**src/hdl/pcrs_pkg.sv**
```systemverilog
`timescale 1ns / 1ps
package pcrs_pkg;

  localparam int SLOT_COUNT = 2;
  localparam int SLOT_W = (SLOT_COUNT > 1) ? $clog2(SLOT_COUNT) : 1;
  localparam int SLOT_BYTES = 10;

  localparam logic [15:0] CRC_POLY = 16'h1021;
  localparam logic [15:0] CRC_INIT = 16'hFFFF;
  localparam logic [15:0] CRC_MSB = 16'h8000;
  localparam logic [8:0] TIMEOUT_NORMAL = 9'd300;
  localparam logic [8:0] TIMEOUT_BROWNOUT = 9'd200;

  localparam int IN_DATA_W = 88;
  localparam int OUT_DATA_W = 168;

  typedef enum logic [2:0] {
    MODE_SCAN_SLOT = 3'd0,
    MODE_SCAN_END  = 3'd1,
    MODE_INCREMENT = 3'd2,
    MODE_SAVE      = 3'd3,
    MODE_WRITE_DONE = 3'd4,
    MODE_BROWNOUT  = 3'd5,
    MODE_SERVICE   = 3'd6,
    MODE_QUERY     = 3'd7
  } mode_t;

  typedef struct packed {
    logic load;
    logic step;
    logic commit;
  } cmd_t;

  typedef struct packed {
    logic crc_last;
    logic out_free;
  } stat_t;

  function automatic logic [15:0] crc_byte(input logic [15:0] crc_in, input logic [7:0] data);
    logic [15:0] c;
    c = crc_in ^ {data, 8'h00};
    for (int b = 0; b < 8; b++) begin
      if ((c & CRC_MSB) != 16'h0000) begin
        c = {c[14:0], 1'b0} ^ CRC_POLY;
      end else begin
        c = {c[14:0], 1'b0};
      end
    end
    return c;
  endfunction

  // remainder update for one more nibble, msb first
  function automatic logic [SLOT_W-1:0] mod_step(input logic [SLOT_W-1:0] rem,
                                                 input logic [3:0] nib);
    logic [SLOT_W+3:0] v;
    logic [SLOT_W+3:0] k;
    v = {rem, nib};
    k = (SLOT_W + 4)'(SLOT_COUNT);
    for (int i = 3; i >= 0; i--) begin
      if (v >= (k << i)) begin
        v = v - (k << i);
      end
    end
    return v[SLOT_W-1:0];
  endfunction

endpackage

```
**src/hdl/pcrs_ctrl.sv**
```systemverilog
`timescale 1ns / 1ps
module pcrs_ctrl (
  input  logic          clk,
  input  logic          rst_n,
  input  logic          in_tvalid,
  output logic          in_tready,
  input  pcrs_pkg::stat_t stat,
  output pcrs_pkg::cmd_t  cmd
);
  import pcrs_pkg::*;

  typedef enum logic [2:0] {
    S_IDLE = 3'b001,
    S_CRC  = 3'b010,
    S_DONE = 3'b100
  } state_t;

  state_t state_r, state_nxt;

  always_comb begin
    state_nxt = state_r;
    unique case (state_r)
      S_IDLE: if (in_tvalid) state_nxt = S_CRC;
      S_CRC:  if (stat.crc_last) state_nxt = S_DONE;
      S_DONE: if (stat.out_free) state_nxt = S_IDLE;
      default: state_nxt = S_IDLE;
    endcase
  end

  always_ff @(posedge clk) begin
    if (!rst_n) begin
      state_r <= S_IDLE;
    end else begin
      state_r <= state_nxt;
    end
  end

  assign in_tready  = (state_r == S_IDLE);
  assign cmd.load   = in_tready && in_tvalid;
  assign cmd.step   = (state_r == S_CRC);
  assign cmd.commit = (state_r == S_DONE) && stat.out_free;

endmodule

```
**src/hdl/pcrs_datapath.sv**
```systemverilog
`timescale 1ns / 1ps
module pcrs_datapath (
  input  logic                          clk,
  input  logic                          rst_n,
  input  pcrs_pkg::cmd_t                cmd,
  output pcrs_pkg::stat_t               stat,
  input  logic [2:0]                    in_mode,
  input  logic [pcrs_pkg::IN_DATA_W-1:0] in_data,
  input  logic [11:0]                   base_address,
  output logic                          out_valid,
  input  logic                          out_ready,
  output logic [pcrs_pkg::OUT_DATA_W-1:0] out_data
);
  import pcrs_pkg::*;

  mode_t       mode_r;
  logic [31:0] seq_in_r;
  logic [31:0] cnt_in_r;
  logic [15:0] chk_r;
  logic        rd_ok_r;
  logic        wr_ok_r;
  logic [63:0] op_r;
  logic [15:0] crc_r;
  logic [2:0]  idx_r;
  logic [31:0] next_seq_r;
  logic [31:0] mod_sh_r;
  logic [SLOT_W-1:0] slot_r;

  logic [31:0] committed_r, committed_nxt;
  logic [31:0] count_r, count_nxt;
  logic [31:0] pending_r, pending_nxt;
  logic [31:0] newest_seq_r, newest_seq_nxt;
  logic [31:0] best_cnt_r, best_cnt_nxt;
  logic        best_found_r, best_found_nxt;
  logic        save_pending_r, save_pending_nxt;

  logic        out_valid_r, out_valid_nxt;
  logic [OUT_DATA_W-1:0] out_data_r, out_data_nxt;

  logic [31:0] ld_seq;
  logic [31:0] ld_cnt;
  logic [31:0] ld_next;
  logic        valid;
  logic        wreq;
  logic [8:0]  tmo;
  logic [12:0] waddr;
  logic [31:0] rec_cnt;

  // operands of the crc: the incoming record for a scan, else the record to write
  always_comb begin
    ld_seq = in_data[31:0];
    ld_cnt = in_data[63:32];
    if (mode_t'(in_mode) == MODE_SCAN_END && !best_found_r) begin
      ld_next = 32'd1;
    end else begin
      ld_next = committed_r + 32'd1;
    end
    if (mode_t'(in_mode) != MODE_SCAN_SLOT) begin
      ld_seq = ld_next;
      ld_cnt = (mode_t'(in_mode) == MODE_SCAN_END) ? 32'd0 : count_r;
    end
  end

  always_ff @(posedge clk) begin
    if (cmd.load) begin
      mode_r     <= mode_t'(in_mode);
      seq_in_r   <= in_data[31:0];
      cnt_in_r   <= in_data[63:32];
      chk_r      <= in_data[79:64];
      rd_ok_r    <= in_data[80];
      wr_ok_r    <= in_data[81];
      op_r       <= {ld_cnt, ld_seq};
      crc_r      <= CRC_INIT;
      next_seq_r <= ld_next;
      mod_sh_r   <= ld_next;
      slot_r     <= '0;
    end else if (cmd.step) begin
      op_r     <= {8'h00, op_r[63:8]};
      crc_r    <= crc_byte(crc_r, op_r[7:0]);
      mod_sh_r <= {mod_sh_r[27:0], 4'h0};
      slot_r   <= mod_step(slot_r, mod_sh_r[31:28]);
    end
  end

  always_ff @(posedge clk) begin
    if (!rst_n) begin
      idx_r <= '0;
    end else if (cmd.load) begin
      idx_r <= '0;
    end else if (cmd.step) begin
      idx_r <= idx_r + 3'd1;
    end
  end

  assign stat.crc_last = (idx_r == 3'd7);
  assign stat.out_free = !out_valid_r || out_ready;

  assign valid   = rd_ok_r && (crc_r == chk_r);
  assign waddr   = {1'b0, base_address} + 13'(slot_r) * 13'(SLOT_BYTES);
  assign rec_cnt = (mode_r == MODE_SCAN_END) ? 32'd0 : count_r;

  always_comb begin
    committed_nxt    = committed_r;
    count_nxt        = count_r;
    pending_nxt      = pending_r;
    newest_seq_nxt   = newest_seq_r;
    best_cnt_nxt     = best_cnt_r;
    best_found_nxt   = best_found_r;
    save_pending_nxt = save_pending_r;
    wreq             = 1'b0;
    tmo              = TIMEOUT_NORMAL;
    unique case (mode_r)
      MODE_SCAN_SLOT: begin
        if (valid && (!best_found_r || seq_in_r > newest_seq_r)) begin
          newest_seq_nxt = seq_in_r;
          best_cnt_nxt   = cnt_in_r;
          best_found_nxt = 1'b1;
        end
      end
      MODE_SCAN_END: begin
        if (best_found_r) begin
          committed_nxt = newest_seq_r;
          count_nxt     = best_cnt_r;
        end else begin
          committed_nxt = 32'd0;
          count_nxt     = 32'd0;
          pending_nxt   = next_seq_r;
          wreq          = 1'b1;
        end
        best_found_nxt = 1'b0;
        newest_seq_nxt = 32'd0;
        best_cnt_nxt   = 32'd0;
      end
      MODE_INCREMENT: count_nxt = count_r + 32'd1;
      MODE_SAVE: begin
        pending_nxt = next_seq_r;
        wreq        = 1'b1;
      end
      MODE_WRITE_DONE: if (wr_ok_r) committed_nxt = pending_r;
      MODE_BROWNOUT: save_pending_nxt = 1'b1;
      MODE_SERVICE: begin
        if (save_pending_r) begin
          save_pending_nxt = 1'b0;
          pending_nxt      = next_seq_r;
          wreq             = 1'b1;
          tmo              = TIMEOUT_BROWNOUT;
        end
      end
      MODE_QUERY: ;
      default: ;
    endcase
  end

  always_comb begin
    out_data_nxt = '0;
    out_data_nxt[0] = wreq;
    if (wreq) begin
      out_data_nxt[13:1]   = waddr;
      out_data_nxt[45:14]  = next_seq_r;
      out_data_nxt[77:46]  = rec_cnt;
      out_data_nxt[93:78]  = crc_r;
      out_data_nxt[102:94] = tmo;
    end
    out_data_nxt[103]     = (mode_r == MODE_SCAN_SLOT) && valid;
    out_data_nxt[135:104] = count_nxt;
    out_data_nxt[167:136] = committed_nxt;
  end

  assign out_valid_nxt = cmd.commit || (out_valid_r && !out_ready);

  always_ff @(posedge clk) begin
    if (!rst_n) begin
      committed_r    <= '0;
      count_r        <= '0;
      pending_r      <= '0;
      newest_seq_r   <= '0;
      best_cnt_r     <= '0;
      best_found_r   <= 1'b0;
      save_pending_r <= 1'b0;
      out_valid_r    <= 1'b0;
    end else begin
      out_valid_r <= out_valid_nxt;
      if (cmd.commit) begin
        committed_r    <= committed_nxt;
        count_r        <= count_nxt;
        pending_r      <= pending_nxt;
        newest_seq_r   <= newest_seq_nxt;
        best_cnt_r     <= best_cnt_nxt;
        best_found_r   <= best_found_nxt;
        save_pending_r <= save_pending_nxt;
      end
    end
  end

  always_ff @(posedge clk) begin
    if (cmd.commit) begin
      out_data_r <= out_data_nxt;
    end
  end

  assign out_valid = out_valid_r;
  assign out_data  = out_data_r;

endmodule

```
**src/hdl/pingpong_counter_record_store_core.sv**
```systemverilog
`timescale 1ns / 1ps
// an input beat is loaded, then the byte-serial crc unit runs 8 steps, then the result
// is committed to the output register once it is free; no new beat is taken meanwhile
// the next input beat is taken while a finished result still waits in the output register
// reset: synchronous, active low; clears counter, sequences, scan tracker,
// brownout flag and base_address
module pingpong_counter_record_store_core (
  input  logic        clk,
  input  logic        rst_n,
  input  logic        in_tvalid,
  output logic        in_tready,
  // mode[2:0]
  input  logic [7:0]  in_tuser,
  // slot_sequence[31:0], slot_count_value[63:32], slot_checksum[79:64],
  // read_ok[80], write_ok[81], zero[87:82]
  input  logic [pcrs_pkg::IN_DATA_W-1:0] in_tdata,
  output logic        out_tvalid,
  input  logic        out_tready,
  // write_request[0], write_address[13:1], record_sequence[45:14],
  // record_count[77:46], record_checksum[93:78], write_timeout_ms[102:94],
  // slot_valid[103], current_count[135:104], current_sequence[167:136]
  output logic [pcrs_pkg::OUT_DATA_W-1:0] out_tdata,
  input  logic        cfg_psel,
  input  logic        cfg_penable,
  input  logic        cfg_pwrite,
  input  logic [2:0]  cfg_paddr,
  input  logic [31:0] cfg_pwdata,
  output logic [31:0] cfg_prdata,
  output logic        cfg_pready
);
  import pcrs_pkg::*;

  localparam logic [2:0] ADDR_BASE = 3'd0;

  cmd_t        cmd;
  stat_t       stat;
  logic [11:0] base_r;

  assign cfg_pready = 1'b1;
  assign cfg_prdata = (cfg_paddr == ADDR_BASE) ? {20'h00000, base_r} : 32'h0;

  always_ff @(posedge clk) begin
    if (!rst_n) begin
      base_r <= '0;
    end else if (cfg_psel && cfg_penable && cfg_pwrite && cfg_pready &&
                 cfg_paddr == ADDR_BASE) begin
      base_r <= cfg_pwdata[11:0];
    end
  end

  pcrs_ctrl u_ctrl (
    .clk       (clk),
    .rst_n     (rst_n),
    .in_tvalid (in_tvalid),
    .in_tready (in_tready),
    .stat      (stat),
    .cmd       (cmd)
  );

  pcrs_datapath u_dp (
    .clk          (clk),
    .rst_n        (rst_n),
    .cmd          (cmd),
    .stat         (stat),
    .in_mode      (in_tuser[2:0]),
    .in_data      (in_tdata),
    .base_address (base_r),
    .out_valid    (out_tvalid),
    .out_ready    (out_tready),
    .out_data     (out_tdata)
  );

  a_busy_after_accept: assert property (@(posedge clk) disable iff (!rst_n)
    (in_tvalid && in_tready) |=> !in_tready)
    else $error("input accepted while an item is in flight");

  a_no_write_zero: assert property (@(posedge clk) disable iff (!rst_n)
    (out_tvalid && !out_tdata[0]) |-> (out_tdata[102:1] == '0))
    else $error("record fields set without a write request");

  a_timeout_code: assert property (@(posedge clk) disable iff (!rst_n)
    (out_tvalid && out_tdata[0]) |->
      (out_tdata[102:94] == TIMEOUT_NORMAL || out_tdata[102:94] == TIMEOUT_BROWNOUT))
    else $error("bad write timeout");

  a_commit_needs_room: assert property (@(posedge clk) disable iff (!rst_n)
    cmd.commit |-> (!out_tvalid || out_tready))
    else $error("result overwritten before it was taken");

endmodule

```
**config.mk**
```make
export PLATFORM = sky130hd
export DESIGN_NAME = pingpong_counter_record_store_core
export DESIGN_NICKNAME = d
export VERILOG_FILES = /design/src/hdl/pcrs_pkg.sv /design/src/hdl/pcrs_ctrl.sv /design/src/hdl/pcrs_datapath.sv /design/src/hdl/pingpong_counter_record_store_core.sv
export SDC_FILE = /design/constraint.sdc
export NUM_CORES = 1
export LEC_CHECK = 0
export CAP_MARGIN = 5
export CORE_UTILIZATION = 40
export CTS_CLUSTER_SIZE = 10
export DETAILED_ROUTE_END_ITERATION = 8
export DONT_BUFFER_PORTS = 1
export PLACE_DENSITY = 0.54
export SYNTH_ARGS = -nofsm -noshare
export SYNTH_HDL_FRONTEND = slang
export SYNTH_SLANG_ARGS = --single-unit
```
**constraint.sdc**
```tcl
create_clock -name clk -period 10.1 [get_ports clk]
set_input_delay 2.525 -clock clk [delete_from_list [all_inputs] [get_ports clk]]
set_output_delay 2.525 -clock clk [all_outputs]
set_load 0.1 [all_outputs]
```
## Word level (Yosys, flattened, before mapping)

Cells that the tools add are included.

| operators by class | value |
|---|---|
| muxes and demuxes | 65 |
| $lt $le $gt $ge | 5 |
| multipliers | 1 |
| add/sub/neg operators | 8 |
| reductions and logical operators | 30 |
| bitwise gates (word level) | 11 |
| eq/ne operators | 18 |

Operator list:

| operator | count |
|---|---|
| two-way mux 32 bit | 13 |
| one-hot mux 32 bit (2 select lines) | 4 |
| two-way mux 16 bit | 14 |
| two-way mux 64 bit | 2 |
| two-way mux 13 bit | 8 |
| one-hot mux 32 bit (3 select lines) | 1 |
| adder 32 x 1 -> 32 bit, second input constant | 2 |
| two-way mux 5 bit | 9 |
| greater-than comparator 32 bit | 1 |
| inverter 3 bit | 8 |
| two-way mux 9 bit | 2 |
| == test 16 bit | 1 |
| bitwise XOR 16 bit | 1 |
| == test 3 bit, second input constant | 5 |
| adder 12 x 5 -> 13 bit | 1 |
| two-way mux 12 bit | 1 |
| logical AND 1 bit | 10 |
| == test 3 x 1 -> 1 bit, second input constant | 3 |
| == test 3 x 2 -> 1 bit, second input constant | 3 |
| two-way mux 3 bit | 3 |
| one-hot mux 3 bit (3 select lines) | 1 |
| != test 2 x 1 -> 1 bit, second input constant | 4 |
| zero test 3 bit | 2 |
| AND reduction 3 bit | 2 |
| 22 further kinds | 37 |

| word-level totals | value |
|---|---|
| output and inout bits | 203 |
| register bits | 579 |
| logic and storage cells | 164 |
| bits of input ports | 138 |

## Longest topological paths before layout

| logic depth | value |
|---|---|
| depth after elaboration | 31 |
| mapped depth | 10 |
| depth with buffers taken out | 8 |

## Cells and area by module

From an unflattened synthesis, not the netlist that was laid out.

| second synthesis, totals | value |
|---|---|
| cell total of the unflattened synthesis | 2,237 |
| area, all modules | 24,469.7 um^2 |

Modules (own cells, without submodules):

| module | times used | cells each | sequential area each (um^2) | area each (um^2) |
|---|---|---|---|---|
| pcrs_datapath | 1 | 2,124 | 14,203.6 | 23,501.3 |
| pingpong_counter_record_store_core | 1 | 90 | 240.2 | 752.0 |
| pcrs_ctrl | 1 | 23 | 60.1 | 216.5 |

## Worst setup path before layout

Ideal clock, no wire load.

| path | value |
|---|---|
| path type | input-to-reg |
| start | in out_tready |
| end | reg u_dp.out_data_r[0], in the netlist u_dp.out_data[0], enable pin |
| stages | 5 |
| slack | 1.809 ns |
| library setup time | 0.589 ns |
| buffers on the path | 2 |
| arrival | 7.702 ns |
| cell sequence | nand2b_1 nand2_1 inv_1 clkbuf_1 clkbuf_1 |

RTL lines:

| element | line | text |
|---|---|---|
| start: declaration | pingpong_counter_record_store_core.sv:18 | `input logic out_tready,` |
| end signal: assignment | pcrs_datapath.sv:197 | `out_data_r <= out_data_nxt;` |
| end: declaration | pcrs_datapath.sv:38 | `logic [OUT_DATA_W-1:0] out_data_r, out_data_nxt;` |

## Final worst setup path

| path | value |
|---|---|
| start | in cfg_paddr[1] |
| end | out cfg_prdata[0] |

| between the ends | value |
|---|---|
| word-level cells in the longest chain between the ends | 2 |

RTL lines:

| element | line | text |
|---|---|---|
| start: declaration | pingpong_counter_record_store_core.sv:26 | `input logic [2:0] cfg_paddr,` |
| zero test 3 bit | pingpong_counter_record_store_core.sv:40 | `assign cfg_prdata = (cfg_paddr == ADDR_BASE) ? {20'h00000, base_r} : 32'h0;` |
| two-way mux 12 bit | pingpong_counter_record_store_core.sv:40 |  |
| end: declaration | pingpong_counter_record_store_core.sv:28 | `output logic [31:0] cfg_prdata,` |

No other way between the ends.

==> metrics.txt <==
Total Neg Setup Slack=0 ns; number of failing setup endpoints in the final timing report=0; signal arrival time at the worst endpoint=approximately 4.2 ns; wire length of the first global-routing pass=around 100 mm; delay contributed by the slowest stage of the critical path=0.88 ns; gate count of the mapped netlist=2290; number of gates resized after cts=0; Setup crit end kind=output port; worst slew slack as a fraction of its limit=roughly 22%; critical setup path kind=in2out; part of the Yosys area used for sequential elements=approximately three fifths; Final Hold Vio Count=0; y dimension of the die=about 250 um; largest voltage drop on the vdd net=approximately 0.12 mV; EDFF count, synth=351; Worst EP required=~7.6 ns; antenna violations before repair=3; result of the run=completed; clk sinks=approximately 550; class of the most critical hold timing path=reg2reg; Reg power frac=roughly 50%; pin count of the biggest net entering global routing=146; fraction of power spent switching nets=approximately a quarter; Final GP Congestion=between 0.9 and 1; final routed wirelength across all metal layers=slightly below 70 mm; Final min period=approximately 6.7 ns; fraction of synthesis flops using an asynchronous set or reset pin=0%; maximum fanout along the worst path=14; CTS tree=done; total of flip-flops plus latches after synthesis=roughly 550; most instantiated library cell after synthesis=nand2_1; I/O pin count=~340; Synth Warn #=0; share of cells above drive strength 1=approximately 6%; Row Count=slightly below 90; Finished Cell Area=26800 um^2; Max Cap Violations=0; power share of the combinational group=5.8%; syn avg cell area=approximately 11 um^2; Detail Placement HPWL=approximately 45 mm; drt initial violations=roughly 1300; router iterations before antenna repair=6; Tightest Pin Transition=~1.2 ns; CP cell instances=nor3_1 -> and2_1; most frequent cells after synthesis=nand2_1, edfxtp_1, dfxtp_1; leading cell types by total area after synthesis=edfxtp_1, dfxtp_1, nand2_1; post-synthesis instance area=around 24000 um^2; Layout area overhead=10.5%; cell-internal power=~3900 uW; element type at the critical path start=input pin; Core Area=59500 um^2; Max Transition Viols Final=0; CTS clock-pin slew for the worst setup and hold paths=approximately 0.060 ns; area of the die=between 60000 and 70000 um^2; Root Driver=clkbuf_16; switching power summed over all nets=approximately 1200 uW; number of input and output port buffers inserted=0; count of nets left with antenna violations after detail routing=0; Die W=around 250 um; buffer count from post-CTS setup fixing=0; H-tree lvl count=3; Initial Util=about 40%; vias=roughly 17000; Worst-Skew Late Latency=between 0.6 and 0.7 ns; worst path buffer plus inverter count=0; share of the clock period used by the worst path=between 60% and 70%; GR Overflow Total=0; pwr/cell area=188 nW/um^2; cell family with the largest share of critical-path delay=simple AND/OR/NAND/NOR gates; hold-fix buffers at CTS=0; DRC violations left=0; Yosys top cell by area=edfxtp_1; final routed wire length divided by cell count=22.4 um; via density per instance=around 5.5; number of buffers on the longest clock path=3; Final Skew=0.0208 ns; number of global-route vias before repair=16600; overall global routing resource usage=22.0%; relative contribution of the clock network to total power=roughly 45%; post-layout net count=roughly 2400; unrepaired setup endpoints after global routing=no; fmax=around 0.15 GHz; number of distinct library cells after synthesis=around 80; predominant post-synthesis flop cell=edfxtp_1; CTS buffer count=between 60 and 70; slowest cell on the critical path=and2_1; placed inst area=between 20000 and 25000 um^2; Leakage=between 0.009 and 0.01 uW; Synth top area share=a little over two fifths
[worst paths after layout]
check,cells after the start,end,start,slack (ns)
max reg2reg,7,u_dp.newest_seq_r[3],u_dp.mode_r[1],5.99
min,2,u_dp.best_cnt_r[2],u_dp.best_cnt_r[2],0.46
min reg2reg,2,u_dp.best_cnt_r[2],u_dp.best_cnt_r[2],0.46
max,2,cfg_prdata[0],cfg_paddr[1],3.42
[power by group through the flow]
stage | combinational [uW] | clock (uW) | sequential, uW
after floorplan | 233 | 0 | 2540
after global placement | 292 | 0 | 2550
after detailed placement | 295 | 0 | 2550
after CTS | 296 | 2310 | 2500
after global routing | 321 | 2400 | 2510
final | 293 | 2260 | 2500
[layout make-up]
class	instances	area, um^2
Tap cell	773	967
Antenna cell	6	15.0
Sequential cell	549	14500
Fill cell	5616	32600
Timing Repair Buffer	27	263
Clock inverter	8	73.8
Inverter	49	198
Clock buffer	114	1940
Multi-Input combinational cell	1540	8880
[flip-flops by register name, summed over array words and instances (netlist names), 16 cells and up]
signal             count
u_dp.best_cnt_r       32
u_dp.chk_r            16
u_dp.cnt_in_r         32
u_dp.committed_r      32
u_dp.count_r          32
u_dp.crc_r            16
u_dp.newest_seq_r     32
u_dp.next_seq_r       32
u_dp.op_r             64
u_dp.out_data        162
u_dp.pending_r        32
u_dp.seq_in_r         32
[stage by stage]
stage               setup slack (ns)  instances  total power [uW]  hold slack (ns)  utilization [%]
finish                          3.42       3066              5060            0.459             45.1
global route                    3.27       3062              5230            0.474             45.1
CTS                             3.43       3060              5110            0.458             45.1
detailed placement              3.44       2938              2850            0.450             41.7
global placement                3.53       2938              2840            0.442             41.7
floorplan                       1.81       2312              2770            0.418                -
[cell usage in the layout, fill, tap and decap left out, types with 39 or more instances in the layout]
master,count
nand2_1,417
clkbuf_16,68
xor2_1,48
dfxtp_1,198
inv_1,45
and2_1,103
edfxtp_1,351
o21ai_0,96
mux2i_1,70
ha_1,39
a21oi_1,168
nor2_1,163
nor3_1,64
clkbuf_1,39
[cells by family (layout without fill, tap and decap cells)]
| group | after synthesis | in the layout | share of synthesized area [%] |
|---|---|---|---|
| DFF | 549 | 549 | 59.7 |
| muxes | 71 | 71 | 2.93 |
| xor gates and xnor gates | 85 | 85 | 3.07 |
| AOI/OAI and AO/OA | 399 | 399 | 9.99 |
| adders and majority gates | 39 | 39 | 2.01 |
| buffers and inverters | 223 | 198 | 4.39 |
| and+or+nand+nor | 922 | 922 | 17.9 |
| other | 2 | 30 | 0.0309 |
[per-layer routing]
metal	wire (um)	part of all wire, %	global-route usage (%)	up-vias
li1	-	-	-	7949
met1	30900	45	29.9	8259
met2	31000	45	34.0	577
met3	4850	7.0	4.80	110
met4	2030	2.9	8.93	2
met5	13	0.019	0	-
(Power assumes the default switching activity.)
